## src/hdl/pcsp_pkg.sv

```systemverilog
`default_nettype none

package pcsp_pkg;

   typedef enum logic [3:0] {
      EV_TEXT_BYTE   = 4'd0,
      EV_TEXT_END    = 4'd1,
      EV_LINE_FEED   = 4'd2,
      EV_UNDERLINE   = 4'd3,
      EV_LINE_SPACE  = 4'd4,
      EV_INIT        = 4'd5,
      EV_FEED_DOTS   = 4'd6,
      EV_JUSTIFY     = 4'd7,
      EV_FEED_LINES  = 4'd8,
      EV_REVERSE     = 4'd9,
      EV_LEFT_MARGIN = 4'd10,
      EV_TEXT_WIDTH  = 4'd11,
      EV_IMAGE_HDR   = 4'd12,
      EV_IMAGE_BYTE  = 4'd13
   } ev_type;

   localparam logic [7:0] CODE_ESC = 8'h1B;
   localparam logic [7:0] CODE_GS  = 8'h1D;
   localparam logic [7:0] CODE_CR  = 8'h0D;
   localparam logic [7:0] CODE_LF  = 8'h0A;

   localparam logic [7:0] ESC_SUB_UNDERLINE  = 8'h2D;
   localparam logic [7:0] ESC_SUB_LINE_SPACE = 8'h33;
   localparam logic [7:0] ESC_SUB_INIT       = 8'h40;
   localparam logic [7:0] ESC_SUB_FEED_DOTS  = 8'h4A;
   localparam logic [7:0] ESC_SUB_JUSTIFY    = 8'h61;
   localparam logic [7:0] ESC_SUB_FEED_LINES = 8'h64;
   localparam logic [7:0] GS_SUB_REVERSE     = 8'h42;
   localparam logic [7:0] GS_SUB_LEFT_MARGIN = 8'h4C;
   localparam logic [7:0] GS_SUB_PRINT_WIDTH = 8'h57;
   localparam logic [7:0] GS_SUB_RASTER      = 8'h76;

   localparam logic [15:0] PAPER_WIDTH_RESET = 16'd384;

   // width*height/8 fits in 29 bits
   localparam int IMG_COUNT_W = 29;

   localparam int FIFO_DEPTH = 4;
   localparam int FIFO_PTR_W = $clog2(FIFO_DEPTH);
   localparam int FIFO_CNT_W = $clog2(FIFO_DEPTH + 1);

   typedef struct packed {
      ev_type      ev;
      logic [15:0] value;
      logic [15:0] height;
      logic [7:0]  data;
      logic        last;
   } rsp_type;

   typedef struct packed {
      logic [1:0] count;
      rsp_type    r0;
      rsp_type    r1;
   } push_type;

endpackage

`default_nettype wire

```

## src/hdl/pcsp_parser.sv

```systemverilog
`default_nettype none

module pcsp_parser (
   input  wire logic             clock,
   input  wire logic             reset,
   input  wire logic             fire,
   input  wire logic [7:0]       data_byte,
   input  wire logic             last_byte,
   input  wire logic             csr_wr_en,
   input  wire logic [15:0]      csr_wr_data,
   output pcsp_pkg::push_type    push
);

   typedef enum logic [2:0] {
      PH_IDLE, PH_SUB, PH_P0, PH_P1, PH_P2, PH_P3, PH_IMG
   } phase_type;

   phase_type   phase_ff, phase_in;
   logic        gs_ff, gs_in;
   logic [7:0]  sub_ff, sub_in;
   logic [7:0]  p0_ff, p0_in, p1_ff, p1_in, p2_ff, p2_in;
   logic [pcsp_pkg::IMG_COUNT_W-1:0] left_ff, left_in;
   logic        text_ff, text_in;
   logic        cr_ff, cr_in;
   logic [15:0] paper_ff, paper_in;

   logic [31:0]      product;
   logic [15:0]      v16;
   logic             prim_v;
   logic             extra;
   pcsp_pkg::rsp_type prim, tend;

   assign product  = 32'({p1_ff, p0_ff}) * 32'({data_byte, p2_ff});
   assign v16      = {data_byte, p0_ff};
   assign paper_in = csr_wr_en ? csr_wr_data : paper_ff;

   always_comb begin
      phase_in = phase_ff;
      gs_in    = gs_ff;
      sub_in   = sub_ff;
      p0_in    = p0_ff;
      p1_in    = p1_ff;
      p2_in    = p2_ff;
      left_in  = left_ff;
      text_in  = text_ff;
      cr_in    = cr_ff;
      prim_v   = 1'b0;
      prim     = '0;
      extra    = 1'b0;

      unique case (phase_ff)
         PH_IDLE: begin
            priority if (data_byte == pcsp_pkg::CODE_ESC || data_byte == pcsp_pkg::CODE_GS) begin
               prim_v   = text_ff;
               prim.ev  = pcsp_pkg::EV_TEXT_END;
               text_in  = 1'b0;
               cr_in    = 1'b0;
               gs_in    = (data_byte == pcsp_pkg::CODE_GS);
               phase_in = PH_SUB;
            end else if (data_byte == pcsp_pkg::CODE_CR) begin
               prim_v  = 1'b1;
               prim.ev = text_ff ? pcsp_pkg::EV_TEXT_END : pcsp_pkg::EV_LINE_FEED;
               text_in = 1'b0;
               cr_in   = 1'b1;
            end else if (data_byte == pcsp_pkg::CODE_LF) begin
               prim_v  = text_ff | ~cr_ff;
               prim.ev = text_ff ? pcsp_pkg::EV_TEXT_END : pcsp_pkg::EV_LINE_FEED;
               text_in = 1'b0;
               cr_in   = 1'b0;
            end else begin
               prim_v    = 1'b1;
               prim.ev   = pcsp_pkg::EV_TEXT_BYTE;
               prim.data = data_byte;
               text_in   = 1'b1;
               cr_in     = 1'b0;
            end
         end
         PH_SUB: begin
            sub_in   = data_byte;
            phase_in = PH_P0;
         end
         PH_P0: begin
            p0_in      = data_byte;
            phase_in   = PH_IDLE;
            prim.value = {8'd0, data_byte};
            if (!gs_ff) begin
               prim_v = 1'b1;
               unique case (sub_ff)
                  pcsp_pkg::ESC_SUB_UNDERLINE:  prim.ev = pcsp_pkg::EV_UNDERLINE;
                  pcsp_pkg::ESC_SUB_LINE_SPACE: prim.ev = pcsp_pkg::EV_LINE_SPACE;
                  pcsp_pkg::ESC_SUB_INIT: begin
                     prim.ev    = pcsp_pkg::EV_INIT;
                     prim.value = '0;
                  end
                  pcsp_pkg::ESC_SUB_FEED_DOTS:  prim.ev = pcsp_pkg::EV_FEED_DOTS;
                  pcsp_pkg::ESC_SUB_JUSTIFY:    prim.ev = pcsp_pkg::EV_JUSTIFY;
                  pcsp_pkg::ESC_SUB_FEED_LINES: prim.ev = pcsp_pkg::EV_FEED_LINES;
                  default:                      prim_v  = 1'b0;
               endcase
            end else if (sub_ff == pcsp_pkg::GS_SUB_REVERSE) begin
               prim_v  = 1'b1;
               prim.ev = pcsp_pkg::EV_REVERSE;
            end else if (sub_ff == pcsp_pkg::GS_SUB_LEFT_MARGIN ||
                         sub_ff == pcsp_pkg::GS_SUB_PRINT_WIDTH ||
                         sub_ff == pcsp_pkg::GS_SUB_RASTER) begin
               phase_in = PH_P1;
            end
         end
         PH_P1: begin
            p1_in      = data_byte;
            phase_in   = PH_IDLE;
            prim.value = v16;
            priority if (sub_ff == pcsp_pkg::GS_SUB_LEFT_MARGIN) begin
               prim_v  = (v16 < paper_ff);
               prim.ev = pcsp_pkg::EV_LEFT_MARGIN;
            end else if (sub_ff == pcsp_pkg::GS_SUB_PRINT_WIDTH) begin
               prim_v  = (v16 <= paper_ff);
               prim.ev = pcsp_pkg::EV_TEXT_WIDTH;
            end else begin
               phase_in = PH_P2;
            end
         end
         PH_P2: begin
            p2_in    = data_byte;
            phase_in = PH_P3;
         end
         PH_P3: begin
            prim_v      = 1'b1;
            prim.ev     = pcsp_pkg::EV_IMAGE_HDR;
            prim.value  = {p1_ff, p0_ff};
            prim.height = {data_byte, p2_ff};
            left_in     = product[31:3];
            phase_in    = (product[31:3] != '0) ? PH_IMG : PH_IDLE;
         end
         PH_IMG: begin
            prim_v    = 1'b1;
            prim.ev   = pcsp_pkg::EV_IMAGE_BYTE;
            prim.data = data_byte;
            if (left_ff != '0) begin
               left_in = left_ff - pcsp_pkg::IMG_COUNT_W'(1);
            end
            if (left_in == '0) begin
               phase_in = PH_IDLE;
            end
         end
         default: phase_in = PH_IDLE;
      endcase

      // end of stream
      if (last_byte) begin
         extra    = text_in;
         text_in  = 1'b0;
         cr_in    = 1'b0;
         phase_in = PH_IDLE;
         left_in  = '0;
      end
   end

   always_comb begin
      tend      = '0;
      tend.ev   = pcsp_pkg::EV_TEXT_END;
      tend.last = 1'b1;
      push      = '0;
      priority if (prim_v && extra) begin
         push.count = 2'd2;
         push.r0    = prim;
         push.r1    = tend;
      end else if (prim_v) begin
         push.count   = 2'd1;
         push.r0      = prim;
         push.r0.last = 1'b1;
      end else if (extra) begin
         push.count = 2'd1;
         push.r0    = tend;
      end else begin
         push.count = 2'd0;
      end
      if (!fire) begin
         push.count = 2'd0;
      end
   end

   always_ff @(posedge clock) begin
      if (reset) begin
         phase_ff <= PH_IDLE;
         gs_ff    <= 1'b0;
         sub_ff   <= '0;
         left_ff  <= '0;
         text_ff  <= 1'b0;
         cr_ff    <= 1'b0;
         paper_ff <= pcsp_pkg::PAPER_WIDTH_RESET;
      end else begin
         paper_ff <= paper_in;
         if (fire) begin
            phase_ff <= phase_in;
            gs_ff    <= gs_in;
            sub_ff   <= sub_in;
            left_ff  <= left_in;
            text_ff  <= text_in;
            cr_ff    <= cr_in;
         end
      end
   end

   always_ff @(posedge clock) begin
      if (fire) begin
         p0_ff <= p0_in;
         p1_ff <= p1_in;
         p2_ff <= p2_in;
      end
   end

endmodule

`default_nettype wire

```

## src/hdl/pcsp_rsp_fifo.sv

```systemverilog
`default_nettype none

module pcsp_rsp_fifo (
   input  wire logic              clock,
   input  wire logic              reset,
   input  wire pcsp_pkg::push_type push,
   output logic                   in_ready,
   output logic                   out_valid,
   input  wire logic              out_ready,
   output pcsp_pkg::rsp_type      head
);

   pcsp_pkg::rsp_type mem_ff [pcsp_pkg::FIFO_DEPTH];

   logic [pcsp_pkg::FIFO_PTR_W-1:0] wr_ptr_ff, wr_ptr_in, wr_next;
   logic [pcsp_pkg::FIFO_PTR_W-1:0] rd_ptr_ff, rd_ptr_in;
   logic [pcsp_pkg::FIFO_CNT_W-1:0] count_ff, count_in;
   logic                            pop;

   assign out_valid = (count_ff != '0);
   assign head      = mem_ff[rd_ptr_ff];
   assign pop       = out_valid & out_ready;
   // room for the two beats one byte can produce
   assign in_ready  = (count_ff <= pcsp_pkg::FIFO_CNT_W'(pcsp_pkg::FIFO_DEPTH - 2));

   assign wr_next   = wr_ptr_ff + pcsp_pkg::FIFO_PTR_W'(1);
   assign wr_ptr_in = wr_ptr_ff + pcsp_pkg::FIFO_PTR_W'(push.count);
   assign rd_ptr_in = rd_ptr_ff + pcsp_pkg::FIFO_PTR_W'(pop);
   assign count_in  = count_ff + pcsp_pkg::FIFO_CNT_W'(push.count)
                      - pcsp_pkg::FIFO_CNT_W'(pop);

   always_ff @(posedge clock) begin
      if (reset) begin
         wr_ptr_ff <= '0;
         rd_ptr_ff <= '0;
         count_ff  <= '0;
      end else begin
         wr_ptr_ff <= wr_ptr_in;
         rd_ptr_ff <= rd_ptr_in;
         count_ff  <= count_in;
      end
   end

   always_ff @(posedge clock) begin
      if (push.count != 2'd0) begin
         mem_ff[wr_ptr_ff] <= push.r0;
      end
      if (push.count == 2'd2) begin
         mem_ff[wr_next] <= push.r1;
      end
   end

endmodule

`default_nettype wire

```

## src/hdl/printer_command_stream_parser.sv

```systemverilog
// Receipt-printer command stream parser. Takes one stream byte per beat on req_
// and splits it into text bytes, text ends, line feeds, ESC/GS commands and raster
// image data on rsp_, one result per beat. A byte is accepted in every cycle while
// results drain; each byte yields zero, one or two results, which are registered
// into a four-entry queue and wait there. req_tready drops while fewer than two
// entries are free, so the output side sets the pace only when it stalls, or when
// a text byte that ends the stream brings its text end as a second beat. The
// image byte count is one 16x16 multiply, registered. paper_width_dots must be
// written through csr_ only while the block is idle; the block does not check it.
`default_nettype none

module printer_command_stream_parser (
   input  wire logic        clock,
   input  wire logic        reset,
   input  wire logic        req_tvalid,
   output logic             req_tready,
   input  wire logic [7:0]  req_tdata,   // [7:0] data_byte
   input  wire logic        req_tlast,   // last_byte
   output logic             rsp_tvalid,
   input  wire logic        rsp_tready,
   output logic [39:0]      rsp_tdata,   // [15:0] value, [31:16] image_height,
                                         // [39:32] byte_out
   output logic [3:0]       rsp_tuser,   // event_res
   output logic             rsp_tlast,   // last_result
   input  wire logic        csr_wr_en,
   input  wire logic [15:0] csr_wr_data  // paper_width_dots
);

   logic               fire;
   pcsp_pkg::push_type push;
   pcsp_pkg::rsp_type  head;

   assign fire = req_tvalid & req_tready;

   pcsp_parser u_parser (
      .clock       (clock),
      .reset       (reset),
      .fire        (fire),
      .data_byte   (req_tdata),
      .last_byte   (req_tlast),
      .csr_wr_en   (csr_wr_en),
      .csr_wr_data (csr_wr_data),
      .push        (push)
   );

   pcsp_rsp_fifo u_fifo (
      .clock     (clock),
      .reset     (reset),
      .push      (push),
      .in_ready  (req_tready),
      .out_valid (rsp_tvalid),
      .out_ready (rsp_tready),
      .head      (head)
   );

   assign rsp_tdata = {head.data, head.height, head.value};
   assign rsp_tuser = head.ev;
   assign rsp_tlast = head.last;

endmodule

`default_nettype wire

```

## config.mk

```make
export PLATFORM = sky130hd
export DESIGN_NAME = printer_command_stream_parser
export DESIGN_NICKNAME = d
export VERILOG_FILES = /design/src/hdl/pcsp_pkg.sv /design/src/hdl/pcsp_parser.sv /design/src/hdl/pcsp_rsp_fifo.sv /design/src/hdl/printer_command_stream_parser.sv
export SDC_FILE = /design/constraint.sdc
export NUM_CORES = 1
export LEC_CHECK = 0
export BUFFER_PORTS_ARGS = -buffer_cell sky130_fd_sc_hd__buf_4
export CAP_MARGIN = 40
export CORE_AREA = 2 2 193 195
export CTS_BUF_LIST = sky130_fd_sc_hd__clkbuf_4 sky130_fd_sc_hd__clkbuf_8
export DETAILED_ROUTE_END_ITERATION = 7
export DIE_AREA = 0 0 195 197
export GPL_ROUTABILITY_DRIVEN = 1
export PLACE_DENSITY_LB_ADDON = 0.25
export SETUP_SLACK_MARGIN = 0.5
export SLEW_MARGIN = 15
export SYNTH_ARGS = -nofsm -noshare
export SYNTH_HDL_FRONTEND = slang
export SYNTH_SLANG_ARGS = --single-unit
```

## constraint.sdc

```tcl
create_clock -name clock -period 6.2 [get_ports clock]
set_input_delay 0.31 -clock clock [delete_from_list [all_inputs] [get_ports clock]]
set_output_delay 0.31 -clock clock [all_outputs]
set_load 0.03 [all_outputs]
```

==> results of run 1 <==
[power breakdown]
part	internal, mW	leakage, nW	switching [mW]
Combinational	2.32	8.36	2.70
Clock	1.14	0.553	0.778
Sequential	1.90	2.22	0.0708
Total	5.35	11.1	3.55
[stage by stage]
step            util  setup TNS (ns)  instance area, µm²  cells
2_1_floorplan      -               0               21400   2365
3_3_place_gp   0.639          -0.665               23200   2921
5_1_grt        0.704           -3.10               25500   3060
3_5_place_dp   0.641          -0.899               23300   2928
6_report       0.704          -0.754               25500   3060
4_1_cts        0.693          -0.420               25100   3044
[per-layer routing]
metal / vias to the layer above / part of all wire / routed length, µm / global-route usage
met4: 0 / 0.034 / 2070 / 0.120
met5: - / 0 / 0 / 0
met2: 967 / 0.48 / 29500 / 0.539
met1: 9027 / 0.40 / 24600 / 0.431
li1: 8403 / - / - / -
met3: 160 / 0.089 / 5470 / 0.0493
[state kept, by name (all words and copies together), names as in the netlist]
signal,flops
u_parser.p2_ff,8
u_parser.gs_ff,1
u_parser.sub_ff,8
u_parser.p0_ff,8
u_fifo.mem_ff,180
u_parser.p1_ff,8
u_fifo.count_ff,3
u_parser.text_ff,1
u_fifo.wr_ptr_ff,2
u_fifo.rd_ptr_ff,2
u_parser.cr_ff,1
u_parser.paper_ff,16
u_parser.phase_ff,3
u_parser.left_ff,29
[placed cells by master, fill, tap and decap left out, types with 14 or more instances in the layout]
cell / n
a32o_1: 80
nor3_1: 36
buf_4: 266
a22o_1: 16
buf_6: 26
nand2_1: 343
mux2i_1: 27
dlygate4sd3_1: 15
o211ai_1: 20
nand2b_1: 21
fa_1: 187
xnor2_1: 19
nor2b_1: 14
dfxtp_1: 236
clkbuf_8: 52
nor4_1: 15
nor2_1: 114
nand3_1: 23
edfxtp_1: 32
inv_1: 256
a21oi_1: 61
and2_1: 106
nand4_1: 17
mux4_2: 45
ha_1: 110
o21ai_0: 157
[cells by family after synthesis]
kind of cell             synth area share
AND/OR/NAND/NOR                     0.170
flip-flops                          0.270
AO/OA/AOI/OAI                       0.147
XOR/XNOR                           0.0161
buffers and inverters              0.0769
multiplexers                       0.0610
adder cells (fa/ha/maj)             0.258
[worst max-delay path, cell delays in order (launching register included)]
cell,delay [ns]
edfxtp_1,0.52
buf_4,0.19
buf_6,0.11
and2_1,0.17
fa_1,0.54
inv_1,0.05
fa_1,0.48
inv_1,0.05
fa_1,0.53
fa_2,0.46
fa_1,0.50
inv_1,0.05
fa_1,0.49
inv_1,0.06
ha_4,0.29
and3_4,0.20
nand2_2,0.10
nor2_1,0.14
o2111ai_2,0.16
a31oi_1,0.22
xor2_1,0.12
nor4b_1,0.27
nand4_1,0.21
nor4_4,0.28
o21ai_1,0.11
[layout make-up]
cell class,count,area share
well taps,468,0.0230
multi-input cells,1663,0.571
inverters,269,0.0396
clock buffers,57,0.0295
clock inverters,20,0.0124
flip-flops and latches,270,0.225
repair buffers,313,0.0997
[path summary, 6_finish.rpt]
kind	from	endpoint	slack, ns	depth (start not counted)
worst max-delay path	u_parser.p2_ff[4]	u_parser.phase_ff[1]	-0.23	24
worst min-delay path	csr_wr_data[10]	u_parser.paper_ff[10]	0.04	3
worst max register to register	u_parser.p2_ff[4]	u_parser.phase_ff[1]	-0.23	24
worst min register to register	u_fifo.mem_ff[0][30]	u_fifo.mem_ff[0][30]	0.45	2
[repair_timing]
| item | in CTS | in global routing |
|---|---|---|
| endpoints found under the setup margin | 21 | 23 |
| gates cloned | 0 | 0 |
| gates resized for setup | 102 | 64 |
| buffers inserted | 24 | 16 |
| pin swaps | 43 | 40 |
| endpoints found under the hold margin | 16 | 0 |
| hold buffers | 15 | 0 |
==> qor.yml, run 1 <==
outcome: "finished with violations"
violations: "setup timing"
grt_antenna_before_repair: 0
synth_edf_count: 32
tightestPinTransition_ns: 0.791
fin_crit_ns: 6.43
numCtsBuffers: 45
syn-cell-area_um2: 21200
rows: 70
synth_fp_nets: 2716
syn_inst: 2365
fin_skew_ns: 0.0353
synth_warnings: 0
crit_fanout: 7
startpoint_type: "flip-flop"
seqCellArea_um2: 5730
io_pins: 77
synth_area_leader_cell: "dfxtp_1"
syn_to_final_growth_pct: 20.3
post-route-period-util: 1.04
slew_headroom: 0.472
setup_ws_ns: -0.233
die_h_um: 197
ys_ff_latch: 270
synth_ff_type: "dfxtp_1"
dpl_worst_slack_ns: -0.278
core_area_um2: 36300
diodes: 0
first_iter_violations: 1610
slew_viol_final: 0
cp.arrival_ns: 6.93
synth_common_cells: "nand2_1, inv_1, dfxtp_1, fa_1, o21ai_0"
grt_max_degree: 73
peakVddDrop_v: 0.000411
gp_congestion: 0.953
grt_pass1_wl_um: 99200
hold_path.class: "in2reg"
die-width_um: 195
ant_nets: 0
place_hpwl_um: 44500
first_pass_iters: 6
clock_latency_ns: 0.62
setup_viol_count_final: 5
hold_viol_final: 0
remaining_drc_errors: 0
avgSynthCellArea_um2: 8.97
leakage_nw: 11.1
ctsRootBufferMaster: "clkbuf_8"
max_cap_viol_count: 0
vias: 18600
ys_types: 70
synth.area.top_cells: "dfxtp_1, fa_1, ha_1"
layout-drive-gt1-share: 0.214
grt_pass1_vias: 18700
n_fill_cell: 2728
worst_ep_required_time_ns: 6.69
max_freq_mhz: 155
die-area_um2: 38400
portBuffers: 76
clockBufferDepth: 3
cts.sinks: 270
grt_util_all_layers: 0.324
holdWs_ns: 0.0385
cts.clk_slew.worst_paths_ns: 0.07
async_flop_share: 0
cts_tree: "built"
multiInputGateArea_um2: 14600
via_per_inst: 6.06
htreeDepth: 2
synth_top_area_share: 0.225
finalNetCount: 2913
power_density_nw_per_um2: 349
ys_seq_area_frac: 0.270
avgRoutedWirePerCell_um: 20.1
start_util: 0.585
rsz0062_at_grt: "yes"
synth_most_common_cell: "nand2_1"
overflow: 0
totalWireLength_um: 61600
critPathKind: "reg2reg"
power.total_mw: 8.90
endpoint_kind: "flip-flop"
Power figures use the tool's default switching activity.
==> run 2, diff against run 1 <==
CORE_AREA = 4 4 195 197   (was 2 2 193 195)
DIE_AREA = 0 0 199 201   (was 0 0 195 197)
==> run 2 against run 1 <==
Compared with the run above: the flow still finishes with violations (setup timing); worst setup slack lost 0.16 ns; non-clock buffer count is the same; utilization shrank 0.14 points; flip-flop and latch count is the same; power shrank 1.7%; critical path type unchanged; critical endpoint is now u_parser.phase_ff[2]; largest power group unchanged.
==> qor.yml, run 2 (synthesis gave the netlist of run 1 again) <==
outcome: "finished with violations"
violations: "setup timing"
clock_latency_ns: 0.61  # about the same
multiInputGateArea_um2: 14600  # about the same
peakVddDrop_v: 0.000303  # -26%
n_fill_cell: 2647  # -3.0%
largest_reg_flops: 180  # unchanged
gp_congestion: 0.958  # +0.55%
fin_crit_ns: 6.59  # +0.155 ns
grt_pass1_wl_um: 96300  # -3.0%
reg_top3: "u_fifo.mem_ff: 180 flops, u_parser.left_ff: 29 flops, u_parser.paper_ff: 16 flops"
first_iter_violations: 1425  # -11%
start_util: 0.585  # unchanged
clockBufferDepth: 3  # unchanged
slew_viol_final: 0  # unchanged
endpoint_kind: "flip-flop"
tightestPinTransition_ns: 0.859  # +0.0674 ns
p_switching_mw: 3.45  # -2.9%
max_cap_viol_count: 0  # unchanged
grt_util_all_layers: 0.294  # -0.0298
post-route-period-util: 1.06  # +0.0251
grt_max_degree: 73  # unchanged
slew_headroom: 0.427  # -0.0449
fin_skew_ns: 0.0382  # +0.00288 ns
setup_viol_count_final: 9  # +4
power.total_mw: 8.74  # -1.7%
worst_ep_required_time_ns: 6.66  # -0.03 ns
seq_power_share: 0.225  # +0.004
switching_share: 0.394  # -0.00484
remaining_drc_errors: 0  # unchanged
ctsRootBufferMaster: "clkbuf_8"
grt_pass1_vias: 18600  # -0.41%
setup_tns_ns: -1.54  # -0.788 ns
rows: 70  # unchanged
startpoint_type: "flip-flop"
finalNetCount: 2915  # +0.069%
layout-drive-gt1-share: 0.210  # -0.00396
grt_antenna_before_repair: 1  # +1
ant_nets: 0  # unchanged
die-area_um2: 40000  # +4.1%
max_freq_mhz: 152  # -2.4%
final_common_cell: "nand2_1"
hold_path.class: "in2reg"
place_hpwl_um: 44000  # -0.95%
leakage_nw: 11.2  # +0.19%
setup_ws_ns: -0.388  # -0.155 ns
die-width_um: 199  # +2.1%
syn_to_final_growth_pct: 20.1
regMostFlops: "u_fifo.mem_ff"
vias: 18600  # +0.16%
combinationalPowerShare: 0.568  # +0.004
totalWireLength_um: 60700  # -1.5%
final_cell_mix: "nand2_1, buf_4, inv_1"
numCtsBuffers: 47  # +4.4%
cts.clk_slew.worst_paths_ns: 0.07  # about the same
holdWs_ns: 0.0222  # -0.0163 ns
diodes: 0  # unchanged
crit_fanout: 5  # -2
overflow: 0  # unchanged
via_per_inst: 6.06  # about the same
r2r_start: "u_parser.p0_ff[7]"
die_h_um: 201  # +2.0%
min-delay-start: "csr_wr_data[5]"
first_pass_iters: 7  # +1
rsz0062_at_grt: "yes"
clkPwrFrac: 0.207  # -0.008
avgRoutedWirePerCell_um: 19.8  # -1.7%
power_density_nw_per_um2: 343  # -1.5%
critPathKind: "reg2reg"
final-instance-count-excl-fill: 3066  # +0.20%
dp_cells: 2925  # -0.10%
cts_tree: "built"
cp.arrival_ns: 7.05  # +0.12 ns
io_pins: 77  # unchanged
post-route-util: 0.702  # -0.00138
internal_power_mw: 5.30  # -0.94%
portBuffers: 76  # unchanged
hold_viol_final: 0  # unchanged
cts.sinks: 270  # unchanged
crit_start: "u_parser.p0_ff[7]"
core_area_um2: 36300  # unchanged
htreeDepth: 2  # unchanged
seqCellArea_um2: 5730  # unchanged
-- run 2: cell count changes in the layout (fill, tap and decap cells not counted), moves of 3 or more --
| cell | previous run | this run |
|---|---|---|
| a21oi_2 | 11 | 14 |
| inv_1 | 256 | 264 |
| inv_2 | 13 | 5 |
| ha_4 | 12 | 8 |
| clkbuf_8 | 52 | 56 |
| bufinv_16 | 8 | 3 |
| ha_1 | 110 | 116 |
| and2_4 | 12 | 8 |
| and2_1 | 106 | 110 |
| clkbuf_4 | 5 | 15 |
-- run 2: power groups by stage --
stage / sequential [mW] / combinational (mW) / clock, mW
2_1_floorplan: 1.97 / 2.35 / 0
3_3_place_gp: 1.99 / 3.76 / 0
3_5_place_dp: 2.00 / 3.80 / 0
4_1_cts: 1.97 / 4.23 / 1.83
5_1_grt: 1.98 / 5.34 / 1.92
6_report: 1.97 / 4.97 / 1.81
-- run 2: final timing paths --
| kind | endpoint | slack (ns) | cells after the start |
|---|---|---|---|
| setup reg to reg | u_parser.phase_ff[2] | -0.39 | 24 |
| hold reg to reg | u_fifo.mem_ff[1][4] | 0.45 | 2 |
| setup / recovery | u_parser.phase_ff[2] | -0.39 | 24 |
| hold / removal | u_parser.paper_ff[5] | 0.02 | 3 |
-- run 2: layer usage --
metal,part of all wire,vias up,global-route usage
met5,0.00021,-,0
met4,0.030,2,0.0884
met3,0.091,159,0.0693
met2,0.48,866,0.480
met1,0.40,9147,0.392
li1,-,8413,-
-- run 2: what timing repair did --
item,CTS,global route
hold buffers,16,0
setup endpoints to repair,21,23
endpoints found under the hold margin,16,0
pin swaps,32,48
setup buffers,18,23
gates resized for setup,54,96
-- run 2: area by class of cell --
type | count | area share
timing repair buffer | 313 | 0.0995
clock inverter | 12 | 0.00614
multi-input combinational | 1663 | 0.572
clock buffer | 71 | 0.0347
tap | 468 | 0.0230
sequential | 270 | 0.225
inverter | 269 | 0.0397
-- run 2: critical path, stage by stage (launching register included) --
cell,delay [ns]
edfxtp_1,0.47
buf_6,0.14
nand2_1,0.06
fa_1,0.56
inv_1,0.06
fa_1,0.52
inv_1,0.07
fa_1,0.54
inv_1,0.06
fa_1,0.39
fa_1,0.55
inv_1,0.06
fa_1,0.48
inv_1,0.06
ha_4,0.30
a21oi_4,0.08
a21boi_2,0.18
a31oi_2,0.24
o21ai_4,0.14
o211ai_1,0.28
a21oi_2,0.12
xnor2_2,0.16
or4_4,0.55
nor4_4,0.26
o21ai_1,0.10
-- run 2: per-stage QoR --
step / cell area, µm² / setup WS, ns
2_1_floorplan: 21400 / 0.138
3_3_place_gp: 23100 / -0.138
3_5_place_dp: 23200 / -0.319
4_1_cts: 24800 / -0.215
5_1_grt: 25500 / -0.607
6_report: 25500 / -0.388
